### src/sv/e2c_pkg.sv
// ----------------------------------------------------------------------------
// e2c_pkg
// Shared constants, tables and types for the seconds-to-calendar converter.
// ----------------------------------------------------------------------------
`default_nettype none

package e2c_pkg;

  localparam int unsigned DATA_W     = 32;
  localparam int unsigned UNIT_W     = 16;
  localparam int unsigned CFG_ADDR_W = 3;

  localparam logic [DATA_W-1:0] RESET_EPOCH = 32'd946681200;

  // register index, taken from the word address bits of paddr
  localparam logic REG_EPOCH_OFFSET = 1'b0;

  localparam logic [11:0] BASE_YEAR     = 12'd2000;
  localparam logic [UNIT_W-1:0] DAYS_PER_YEAR = 16'd365;
  localparam logic [UNIT_W-1:0] DAYS_PER_QUAD = 16'd1461;

  // reciprocals for division by multiply and shift:
  // /60 takes the product down by 37, /24 by 36, /7 by 34
  localparam logic [DATA_W-1:0] RECIP_DIV60 = 32'h8888_8889;
  localparam logic [DATA_W-1:0] RECIP_DIV24 = 32'hAAAA_AAAB;
  localparam logic [DATA_W-1:0] RECIP_DIV7  = 32'h9249_2493;

  typedef struct packed {
    logic [11:0] year;
    logic [3:0]  month;
    logic [4:0]  day;
    logic [4:0]  hour;
    logic [5:0]  minute;
    logic [5:0]  second;
    logic [2:0]  day_of_week;
  } e2c_result_t;

  // days in month, month numbered 1..12, february as a common year
  function automatic logic [4:0] month_len(input logic [3:0] mon);
    logic [4:0] len;
    begin
      unique case (mon)
        4'd2:                       len = 5'd28;
        4'd4, 4'd6, 4'd9, 4'd11:    len = 5'd30;
        default:                    len = 5'd31;
      endcase
      return len;
    end
  endfunction

  // month term of the weekday sum
  function automatic logic [2:0] month_key(input logic [3:0] mon);
    logic [2:0] key;
    begin
      unique case (mon)
        4'd1:    key = 3'd0;
        4'd2:    key = 3'd3;
        4'd3:    key = 3'd2;
        4'd4:    key = 3'd5;
        4'd5:    key = 3'd0;
        4'd6:    key = 3'd3;
        4'd7:    key = 3'd5;
        4'd8:    key = 3'd1;
        4'd9:    key = 3'd4;
        4'd10:   key = 3'd6;
        4'd11:   key = 3'd2;
        4'd12:   key = 3'd4;
        default: key = 3'd0;
      endcase
      return key;
    end
  endfunction

endpackage

`default_nettype wire

### src/sv/e2c_csub.sv
// ----------------------------------------------------------------------------
// e2c_csub
// Compare-and-subtract unit shared by the year and month steps of the sequencer.
// ----------------------------------------------------------------------------
`default_nettype none

module e2c_csub
  import e2c_pkg::*;
(
  input  wire logic [UNIT_W-1:0] op_a,
  input  wire logic [UNIT_W-1:0] op_b,
  output logic      [UNIT_W-1:0] diff,
  output logic                   ge
);

  logic [UNIT_W:0] full;

  assign full = {1'b0, op_a} - {1'b0, op_b};
  assign diff = full[UNIT_W-1:0];
  assign ge   = ~full[UNIT_W];

endmodule

`default_nettype wire

### src/sv/e2c_cfg.sv
// ----------------------------------------------------------------------------
// e2c_cfg
// APB register holding the epoch offset.
// ----------------------------------------------------------------------------
`default_nettype none

module e2c_cfg
  import e2c_pkg::*;
(
  input  wire logic                  clk,
  input  wire logic                  rst_n,
  input  wire logic                  psel,
  input  wire logic                  penable,
  input  wire logic                  pwrite,
  input  wire logic [CFG_ADDR_W-1:0] paddr,
  input  wire logic [DATA_W-1:0]     pwdata,
  output logic      [DATA_W-1:0]     prdata,
  output logic                       pready,
  output logic      [DATA_W-1:0]     epoch_offset
);

  logic [DATA_W-1:0] epoch_offset_r;
  logic              sel_epoch;

  assign pready    = 1'b1;
  assign sel_epoch = (paddr[CFG_ADDR_W-1:2] == REG_EPOCH_OFFSET);

  always_ff @(posedge clk) begin
    if (!rst_n) begin
      epoch_offset_r <= RESET_EPOCH;
    end else if (psel && penable && pwrite && pready && sel_epoch) begin
      epoch_offset_r <= pwdata;
    end
  end

  assign prdata       = sel_epoch ? epoch_offset_r : '0;
  assign epoch_offset = epoch_offset_r;

endmodule

`default_nettype wire

### src/sv/e2c_seq.sv
// ----------------------------------------------------------------------------
// e2c_seq
// Sequencer: reciprocal divisions on one shared multiplier, then year and
// month peeling on one compare-subtract unit, then the weekday.
// ----------------------------------------------------------------------------
`default_nettype none

module e2c_seq
  import e2c_pkg::*;
(
  input  wire logic              clk,
  input  wire logic              rst_n,
  input  wire logic              start,
  input  wire logic [DATA_W-1:0] elapsed,
  output logic                   busy,
  output logic                   res_valid,
  output e2c_result_t            res
);

  typedef enum logic [3:0] {
    S_IDLE, S_SEC_MUL, S_SEC_FIX, S_MIN_MUL, S_MIN_FIX, S_HR_MUL, S_HR_FIX,
    S_YEAR4, S_YEAR1, S_MONTH, S_WSUM, S_WD_MUL, S_WD_FIX
  } state_t;

  state_t            state_r;
  logic [DATA_W-1:0] num_r;
  logic [DATA_W-1:0] quot_r;
  logic [UNIT_W-1:0] days_r;
  logic [7:0]        yrs_r;
  logic [3:0]        mon_r;
  logic [5:0]        sec_r;
  logic [5:0]        min_r;
  logic [4:0]        hr_r;
  logic [2:0]        dow_r;
  logic              valid_r;

  logic [UNIT_W-1:0] op_a;
  logic [UNIT_W-1:0] op_b;
  logic [UNIT_W-1:0] diff;
  logic              ge;

  logic [DATA_W-1:0]   recip;
  logic [2*DATA_W-1:0] prod;
  logic [DATA_W-1:0]   quot;
  logic [5:0]          rem60;
  logic [4:0]          rem24;
  logic [2:0]          rem7;
  logic                leap;
  logic [4:0]          mlen;
  logic [11:0]         year_w;
  logic [11:0]         wy;
  logic [4:0]          c100;
  logic [2:0]          c400;
  logic [12:0]         wsum;

  e2c_csub u_csub (
    .op_a (op_a),
    .op_b (op_b),
    .diff (diff),
    .ge   (ge)
  );

  // shared 32 x 32 multiplier, quotient taken from the top of the product
  assign prod = {{DATA_W{1'b0}}, num_r} * {{DATA_W{1'b0}}, recip};

  always_comb begin
    recip = RECIP_DIV60;
    quot  = {5'd0, prod[63:37]};
    unique case (state_r)
      S_HR_MUL: begin
        recip = RECIP_DIV24;
        quot  = {4'd0, prod[63:36]};
      end
      S_WD_MUL: begin
        recip = RECIP_DIV7;
        quot  = {2'd0, prod[63:34]};
      end
      default: begin
        recip = RECIP_DIV60;
        quot  = {5'd0, prod[63:37]};
      end
    endcase
  end

  // remainder from the low bits only: 60, 24 and 7 are -4, -8 and -1
  // modulo 64, 32 and 8
  assign rem60 = num_r[5:0] + {quot_r[3:0], 2'b00};
  assign rem24 = num_r[4:0] + {quot_r[1:0], 3'b000};
  assign rem7  = num_r[2:0] + quot_r[2:0];

  assign leap = (yrs_r[1:0] == 2'd0);
  assign mlen = month_len(mon_r) + {4'd0, (leap && (mon_r == 4'd2))};

  assign op_a = days_r;
  always_comb begin
    op_b = DAYS_PER_QUAD;
    unique case (state_r)
      S_YEAR1: op_b = DAYS_PER_YEAR + {{(UNIT_W-1){1'b0}}, leap};
      S_MONTH: op_b = {{(UNIT_W-5){1'b0}}, mlen};
      default: op_b = DAYS_PER_QUAD;
    endcase
  end

  // weekday sum; the year reaching here lies in 1999..2136, so the century
  // terms reduce to compares
  assign year_w = BASE_YEAR + {4'd0, yrs_r};
  assign wy     = year_w - {11'd0, (mon_r < 4'd3)};
  always_comb begin
    priority if (wy >= 12'd2100) c100 = 5'd21;
    else if (wy >= 12'd2000)     c100 = 5'd20;
    else                         c100 = 5'd19;
    c400 = (wy >= 12'd2000) ? 3'd5 : 3'd4;
  end
  assign wsum = {1'b0, wy} + {3'd0, wy[11:2]} + {10'd0, c400}
              + {10'd0, month_key(mon_r)} + {8'd0, days_r[4:0]} + 13'd1
              - {8'd0, c100};

  always_ff @(posedge clk) begin
    if (!rst_n) begin
      state_r <= S_IDLE;
      valid_r <= 1'b0;
    end else begin
      valid_r <= 1'b0;
      unique case (state_r)
        S_IDLE: begin
          if (start) begin
            num_r   <= elapsed;
            state_r <= S_SEC_MUL;
          end
        end
        S_SEC_MUL: begin
          quot_r  <= quot;
          state_r <= S_SEC_FIX;
        end
        S_SEC_FIX: begin
          sec_r   <= rem60;
          num_r   <= quot_r;
          state_r <= S_MIN_MUL;
        end
        S_MIN_MUL: begin
          quot_r  <= quot;
          state_r <= S_MIN_FIX;
        end
        S_MIN_FIX: begin
          min_r   <= rem60;
          num_r   <= quot_r;
          state_r <= S_HR_MUL;
        end
        S_HR_MUL: begin
          quot_r  <= quot;
          state_r <= S_HR_FIX;
        end
        S_HR_FIX: begin
          hr_r    <= rem24;
          days_r  <= quot_r[UNIT_W-1:0];
          yrs_r   <= '0;
          state_r <= S_YEAR4;
        end
        // whole four-year blocks first, same leap pattern as single years
        S_YEAR4: begin
          if (ge) begin
            days_r <= diff;
            yrs_r  <= yrs_r + 8'd4;
          end else begin
            state_r <= S_YEAR1;
          end
        end
        S_YEAR1: begin
          if (ge) begin
            days_r <= diff;
            yrs_r  <= yrs_r + 8'd1;
          end else begin
            mon_r   <= 4'd1;
            state_r <= S_MONTH;
          end
        end
        S_MONTH: begin
          if (ge && (mon_r < 4'd12)) begin
            days_r <= diff;
            mon_r  <= mon_r + 4'd1;
          end else begin
            state_r <= S_WSUM;
          end
        end
        S_WSUM: begin
          num_r   <= {19'd0, wsum};
          state_r <= S_WD_MUL;
        end
        S_WD_MUL: begin
          quot_r  <= quot;
          state_r <= S_WD_FIX;
        end
        S_WD_FIX: begin
          // remainder zero means sunday
          dow_r   <= (rem7 == 3'd0) ? 3'd7 : rem7;
          valid_r <= 1'b1;
          state_r <= S_IDLE;
        end
        default: state_r <= S_IDLE;
      endcase
    end
  end

  assign busy      = (state_r != S_IDLE);
  assign res_valid = valid_r;

  always_comb begin
    res.year        = year_w;
    res.month       = mon_r;
    res.day         = days_r[4:0] + 5'd1;
    res.hour        = hr_r;
    res.minute      = min_r;
    res.second      = sec_r;
    res.day_of_week = dow_r;
  end

endmodule

`default_nettype wire

### src/sv/epoch_seconds_to_calendar_top.sv
// ----------------------------------------------------------------------------
// epoch_seconds_to_calendar_top
// Seconds count to calendar date, time of day and weekday.
//
//   channel   handshake                  payload
//   input     start / busy               in_seconds_count
//   result    out_valid (one-cycle)      out_year .. out_day_of_week
//   config    psel/penable/pwrite/pready paddr, pwdata, prdata
//
// busy stays high while a request is worked: the seconds, minutes and hours
// splits, each a multiply and a fix state on the shared reciprocal multiplier,
// then four-year, single-year and month steps on the compare-subtract unit, a
// sum state and the weekday multiply and fix states. The result strobe comes
// in the cycle busy falls. Reset is synchronous and loads the default epoch
// offset. The receiver cannot stall, so results are never held back.
// ----------------------------------------------------------------------------
`default_nettype none

module epoch_seconds_to_calendar_top
  import e2c_pkg::*;
(
  input  wire logic                  clk,
  input  wire logic                  rst_n,
  input  wire logic                  start,
  output logic                       busy,
  input  wire logic [31:0]           in_seconds_count,
  output logic                       out_valid,
  output logic      [11:0]           out_year,
  output logic      [3:0]            out_month,
  output logic      [4:0]            out_day,
  output logic      [4:0]            out_hour,
  output logic      [5:0]            out_minute,
  output logic      [5:0]            out_second,
  output logic      [2:0]            out_day_of_week,
  input  wire logic                  psel,
  input  wire logic                  penable,
  input  wire logic                  pwrite,
  input  wire logic [CFG_ADDR_W-1:0] paddr,
  input  wire logic [DATA_W-1:0]     pwdata,
  output logic      [DATA_W-1:0]     prdata,
  output logic                       pready
);

  logic [DATA_W-1:0] epoch_offset;
  logic [DATA_W-1:0] elapsed;
  e2c_result_t       res;

  e2c_cfg u_cfg (
    .clk          (clk),
    .rst_n        (rst_n),
    .psel         (psel),
    .penable      (penable),
    .pwrite       (pwrite),
    .paddr        (paddr),
    .pwdata       (pwdata),
    .prdata       (prdata),
    .pready       (pready),
    .epoch_offset (epoch_offset)
  );

  // wraps modulo 2^32 below the offset
  assign elapsed = in_seconds_count - epoch_offset;

  e2c_seq u_seq (
    .clk       (clk),
    .rst_n     (rst_n),
    .start     (start),
    .elapsed   (elapsed),
    .busy      (busy),
    .res_valid (out_valid),
    .res       (res)
  );

  assign out_year        = res.year;
  assign out_month       = res.month;
  assign out_day         = res.day;
  assign out_hour        = res.hour;
  assign out_minute      = res.minute;
  assign out_second      = res.second;
  assign out_day_of_week = res.day_of_week;

endmodule

`default_nettype wire

### config.mk
export PLATFORM = sky130hd
export DESIGN_NAME = epoch_seconds_to_calendar_top
export DESIGN_NICKNAME = d
export VERILOG_FILES = /design/src/sv/e2c_pkg.sv /design/src/sv/e2c_csub.sv /design/src/sv/e2c_cfg.sv /design/src/sv/e2c_seq.sv /design/src/sv/epoch_seconds_to_calendar_top.sv
export SDC_FILE = /design/constraint.sdc
export NUM_CORES = 2
export LEC_CHECK = 0
export ABC_AREA = 1
export BUFFER_PORTS_ARGS = -buffer_cell sky130_fd_sc_hd__clkbuf_2
export CAP_MARGIN = 5
export CORE_MARGIN = 3
export CORE_UTILIZATION = 45
export CTS_CLUSTER_SIZE = 30
export DETAILED_ROUTE_END_ITERATION = 12
export PLACE_DENSITY = 0.69
export SYNTH_ARGS = -nofsm -noshare
export SYNTH_HDL_FRONTEND = slang
export SYNTH_SLANG_ARGS = --single-unit
### constraint.sdc
create_clock -name clk -period 7.9 [get_ports clk]
set_input_delay 1.185 -clock clk [delete_from_list [all_inputs] [get_ports clk]]
set_output_delay 1.185 -clock clk [all_outputs]
set_load 0.005 [all_outputs]
# == After elaboration in Yosys (flattened, before gate mapping) ==
# Memory sizes are Yosys's and may differ from the RTL's. A register that Yosys moved wholly into a read port is not among the register bits.
# Cells that the tools add are included.
# word_totals
register_bits,149
rom_bits,48
wordCells,117
mem_count,1
# classes
add_sub_neg,19
multipliers,1
order_cmp,4
eq_ne,25
muxes,26
bitwise_logic,2
reduce_logical,27
# memory_table
memory,depth,width,rd,rd_ports_with_merged_regs,wr,line_no,rtl
(no name shown),16,3,1,1,0,e2c_pkg.sv:55,unique case (mon)
# ops
operator,n
$pmux W30 S2,2
$pmux W32 S3,1
$mul A32 B32 Y64,1
$mux W32,2
$pmux W16 S3,1
$pmux W4 S12,1
$mux W16,2
$pmux W16 S2,1
$sub A32 B32 Y32,1
$eq A4 B4 Y1 const B,7
$mux W4,7
$add A13 B3 Y13,2
$eq A4 B3 Y1 const B,6
$pmux W8 S3,1
$sub A16 B16 Y17,1
$mux W8,2
$reduce_and A4 Y1,4
$ne A2 B2 Y1 const B,7
$add A12 B10 Y13,1
$add A13 B1 Y13 const B,1
$add A13 B5 Y13,1
$sub A13 B5 Y13,1
$add A11 B8 Y12 const A,1
$eq A4 B2 Y1 const B,3
other kinds (33),47

# == Longest topological paths before layout ==
# logic_depth
depth_word,11
ltp_mapped,38
mapped_depth_nobuf,37

# == Modules after synthesis ==
# A second synthesis with hierarchy kept.
# unflattened
hier_cells,4427
area_unflattened_um2,35422.7
# modules_own_cells
module,instances,cells_per_inst,area_each_um2,seq_area_each_um2
e2c_seq,1,3438,30254.0,3463.3
epoch_seconds_to_calendar_top,1,534,2534.9,0.0
e2c_cfg,1,249,1579.0,640.6
e2c_csub,1,206,1054.8,0.0

# == Worst setup path before layout ==
# OpenSTA, ideal clock, no wires.
# synth_timing
path_kind,flip-flop to flip-flop
from,register u_seq.state_r[0]
to,"register u_seq.quot_r[7], data pin"
setup_time_ns,0.259
arrival_time_ns,6.789
t_required_ns,7.641
setup_slack_ns,0.852
stages_incl_launch_ff,35
period_less_slack_ns,7.048
cell_sequence,dfxtp_1 > nand2_2 > inv_2 > nand2_2 > nand2_8 > inv_4 > clkbuf_1 > clkbuf_1 > nor2_1 > ha_1 > fa_1 > fa_1 > inv_1 > fa_1 > inv_1 > fa_1 > inv_1 > fa_1 > inv_1 > fa_1 > inv_1 > fa_1 > inv_1 > ha_1 > a21oi_1 > nor2_1 > nor2_1 > o21ai_0 > nor2_1 > nand2_1 > nand2_1 > nand2_1 > or2_2 > nand3_1 > nand3_1
# synth_between
elab_chain_len,4
elab_cells_between_ends,5
# synth_lines
item,line_no,rtl
"start, declared",e2c_seq.sv:25,state_t state_r;
"start signal, assigned",e2c_seq.sv:120,state_r <= S_IDLE;
"start signal, assigned",e2c_seq.sv:128,state_r <= S_SEC_MUL;
"start signal, assigned",e2c_seq.sv:133,state_r <= S_SEC_FIX;
$eq A4 B4 Y1 / $eq A4 B3 Y1 (equally long branches),e2c_seq.sv:69,unique case (state_r)
$pmux W30 S2,e2c_seq.sv:69,
$mul A32 B32 Y64,e2c_seq.sv:64,"assign prod = {{DATA_W{1'b0}}, num_r} * {{DATA_W{1'b0}}, recip};"
$pmux W30 S2 (*),e2c_seq.sv:69,
via u_seq.quot[7],e2c_seq.sv:44,logic [DATA_W-1:0] quot;
"end signal, assigned",e2c_seq.sv:132,quot_r <= quot;
"end signal, assigned",e2c_seq.sv:141,quot_r <= quot;
"end signal, assigned",e2c_seq.sv:150,quot_r <= quot;
"end, declared",e2c_seq.sv:27,logic [DATA_W-1:0] quot_r;
# Mark *: on every way through the listed nets, which the timed path passes. The rest lies on a longest branch.
# A chain may end at the register's enable or synchronous reset.

# == Final worst setup path ==
# layout_timing
from,register u_seq.state_r[1]
to,"register u_seq.quot_r[15], data pin"
# Same word-level chain as after synthesis.

==> run_results.csv <==
group,metric,value,unit
outcome,status,"complete, no violations",
logic_synthesis,ys_seq_elements,150,
grt,globalRouteMet3Util,3.64,%
setup_path,start_kind,"flip-flop",
layout,drive_above_1_share,8.38,%
timing,rsz0062_at_grt,"yes",
die,io_pins,149,
worst_hold_path,hold_depth,2,
layout,fin_area,37800,µm²
die,std_cell_rows,100,
die,fp.dieW,281,µm
setup_path,reg2reg_slack,0.22,ns
setup_path,r2r_cells,30,
logic_synthesis,yosys.area.top_type,"fa_1",
flow_run,maxCapViolCount,0,
grt,grt_max_degree,37,
layout,nFillCells,7288,
logic_synthesis,yosysSeqAreaShare,12.0,%
die,dieArea,79200,µm²
logic_synthesis,synth_ff_type,"edfxtp_1",
cts,cts_buffer_depth,2,
die,die_h,281,µm
layout,antenna_cells,0,
logic_synthesis,ys_top_cells_by_count,"1,116 x inv_1, 578 x nand2_1, 563 x fa_1, 440 x ha_1, 412 x nor2_1",
place,io_buffers,145,
logic_synthesis,syn-cell-area,34100,µm²
logic_synthesis,yosysWarnings,0,
cts,cts_max_level,4,
timing,finalSetupViolations,0,
worst_hold_path,hp-start,"u_cfg.epoch_offset[31]",
setup_path,critPathSlowestCell,"fa_1",
cts,cts_sinks,150,
route,drc,0,
setup_path,cp_max_fo,28,
timing,worst_pin_slew,1.00,ns
setup_path,critPathMostFrequentCell,"fa_1",
setup_path,r2r_start,"u_seq.state_r[1]",
setup_path,critical_path_arrival,7.85,ns
place,dp_hpwl,95900,µm
cts,cts-buffers-inserted,17,
cts,clkLatencyLatePin,0.44,ns
logic_synthesis,netlist.area_leader.share,33.0,%
grt,grt_pass1_wl,164000,µm
logic_synthesis,synth_edf_count,110,
setup_path,cp-end-kind,"flip-flop",
setup_path,crit_path_max_incr_delay,0.54,ns
grt,grt_pass1_vias,28300,
route,dr.pass1.iters,7,
grt,met1_usage,38.4,%
die,core,74800,µm²
route,routed_wl,107000,µm
timing,min_period_over_period,97.2,%
worst_hold_path,holdPathEnd,"u_cfg.epoch_offset[31]",
route,drtIter0Drc,2411,
logic_synthesis,synth_cells,4198,
logic_synthesis,async_reset_ff_share,0,%
place,place_congestion,1.03,
logic_synthesis,synth_most_common_cell,"inv_1",
cts,hold_buffers,0,
die,initial_core_util,45.6,%
timing,max_freq,130,MHz
timing,hold_viol_final,0,
setup_path,worst-setup-path-type,"flip-flop to flip-flop",
timing,finClkSkew,0.0119,ns
route,vias_per_cell,5.18,
cts,root_buffer,"clkbuf_16",
layout,syn_to_final_growth,10.6,%
layout,nNetsFinal,5560,
worst_hold_path,hold_path_class,"flip-flop to flip-flop",
logic_synthesis,syn_area_per_cell,8.13,µm²
cts,tritoncts,"built",
setup_path,regToRegEndpoint,"u_seq.quot_r[15]",
timing,finalCriticalPeriod,7.68,ns
timing,drv_slew,0,
grt,antenna_found_initial,0,
route,avgRoutedWirePerCell,19.5,µm
place,dpl_cell_area,37000,µm²
grt,met2_usage,43.8,%
grt,top_usage_layer,"met2",
route,ant_nets,0,
grt,grt-ovfl-total,0,
logic_synthesis,synth_cell_types,58,
setup_path,crit_required,8.07,ns
setup_path,crit_start,"u_seq.state_r[1]",
timing,slew_headroom,32.7,%
cts,clk_pin_slew,0.06,ns
route,vias,28300,
grt,grt_usage,27.4,%
logic_synthesis,synth_area_leaders,"fa_1 33%, ha_1 16%, inv_1 12%",
## metrics by stage
stage | setup WS [ns] | hold slack, ns | utilization (%) | cells | TNS, ns
floorplan | 0.852 | 0.448 | - | 4252 | 0
global placement | 0.135 | 0.469 | 49.4 | 5427 | 0
detailed placement | 0.0612 | 0.488 | 49.4 | 5427 | 0
CTS | 0.0250 | 0.498 | 50.2 | 5459 | 0
global route | -0.0269 | 0.522 | 50.5 | 5466 | -0.101
finish | 0.224 | 0.495 | 50.5 | 5466 | 0
## sequential cells by signal, indices dropped and copies added (netlist names), named ones only
name	flops
u_cfg.epoch_offset	32
u_seq.num_r	32
u_seq.quot_r	30
u_seq.days_r	16
u_seq.yrs_r	8
u_seq.min_r	6
u_seq.sec_r	6
u_seq.hr_r	5
u_seq.mon_r	4
u_seq.state_r	4
u_seq.dow_r	3
u_seq.res_valid	1
## timing repair
action | CTS | global route
buffers inserted | 0 | 6
resized for setup | 0 | 32
endpoints found under the setup margin | 0 | 30
## logic make-up after synthesis
group / count (synthesis) / share of synthesized area [%]
fa+ha+maj: 1003 / 49.1
simple gates: 1316 / 16.3
xor+xnor: 52 / 1.36
other cells: 2 / 0.0220
compound gates: 487 / 8.04
buf+inv: 1188 / 13.2
flops: 150 / 12.0
## layer usage
metal,vias to the layer above,routed length [µm]
met5,-,0
met4,0,4380
met3,152,6800
met2,964,48700
met1,13700,46900
li1,13500,-
## worst max-delay path by stage
| stage | end | slack [ns] |
|---|---|---|
| 2_1_floorplan | u_seq.quot_r[7] | 0.85 |
| 3_3_place_gp | u_seq.quot_r[24] | 0.13 |
| 3_5_place_dp | u_seq.quot_r[24] | 0.06 |
| 4_1_cts | u_seq.quot_r[24] | 0.02 |
| 5_1_grt | u_seq.quot_r[5] | -0.03 |
| 6_report | u_seq.quot_r[15] | 0.22 |
## worst max-delay path: cells and delay by family, from the launching register on
kind / cells / cell delay (ns)
AO/OA/AOI/OAI: 1 / 0.23
adder cells (fa/ha/maj): 9 / 4.11
buffers and inverters: 9 / 1.02
flip-flops: 1 / 0.44
AND/OR/NAND/NOR: 11 / 1.55
## final cells by class
class | instances | area, µm² | share of cell area, %
flip-flops and latches | 150 | 4110 | 10.9
clock buffers | 17 | 425 | 1.13
well taps | 969 | 1210 | 3.21
inverters | 1134 | 4260 | 11.3
clock inverters | 15 | 199 | 0.527
repair buffers | 266 | 1670 | 4.43
multi-input cells | 2915 | 25900 | 68.5
## layout by cell type (no fill, tap or decap), drive strengths merged, types with 4 or more instances in the layout
master / n
o21ai: 173
dfxtp: 40
nor3: 33
xnor2: 17
nand3: 201
nor4: 11
o221ai: 5
clkbuf: 162
a21o: 24
edfxtp: 110
a21boi: 7
clkinv: 11
nand2: 591
a21oi: 198
a31oi: 10
or2: 12
o21a: 9
a22oi: 5
inv: 1131
nand3b: 15
bufinv: 4
nor2: 428
o21bai: 23
o211ai: 20
conb: 56
xor2: 35
buf: 121
a211oi: 5
ha: 440
nand4: 21
fa: 563
Power is not shown: default switching activity piles up to over one toggle a cycle in this logic, so the estimate is an artifact.
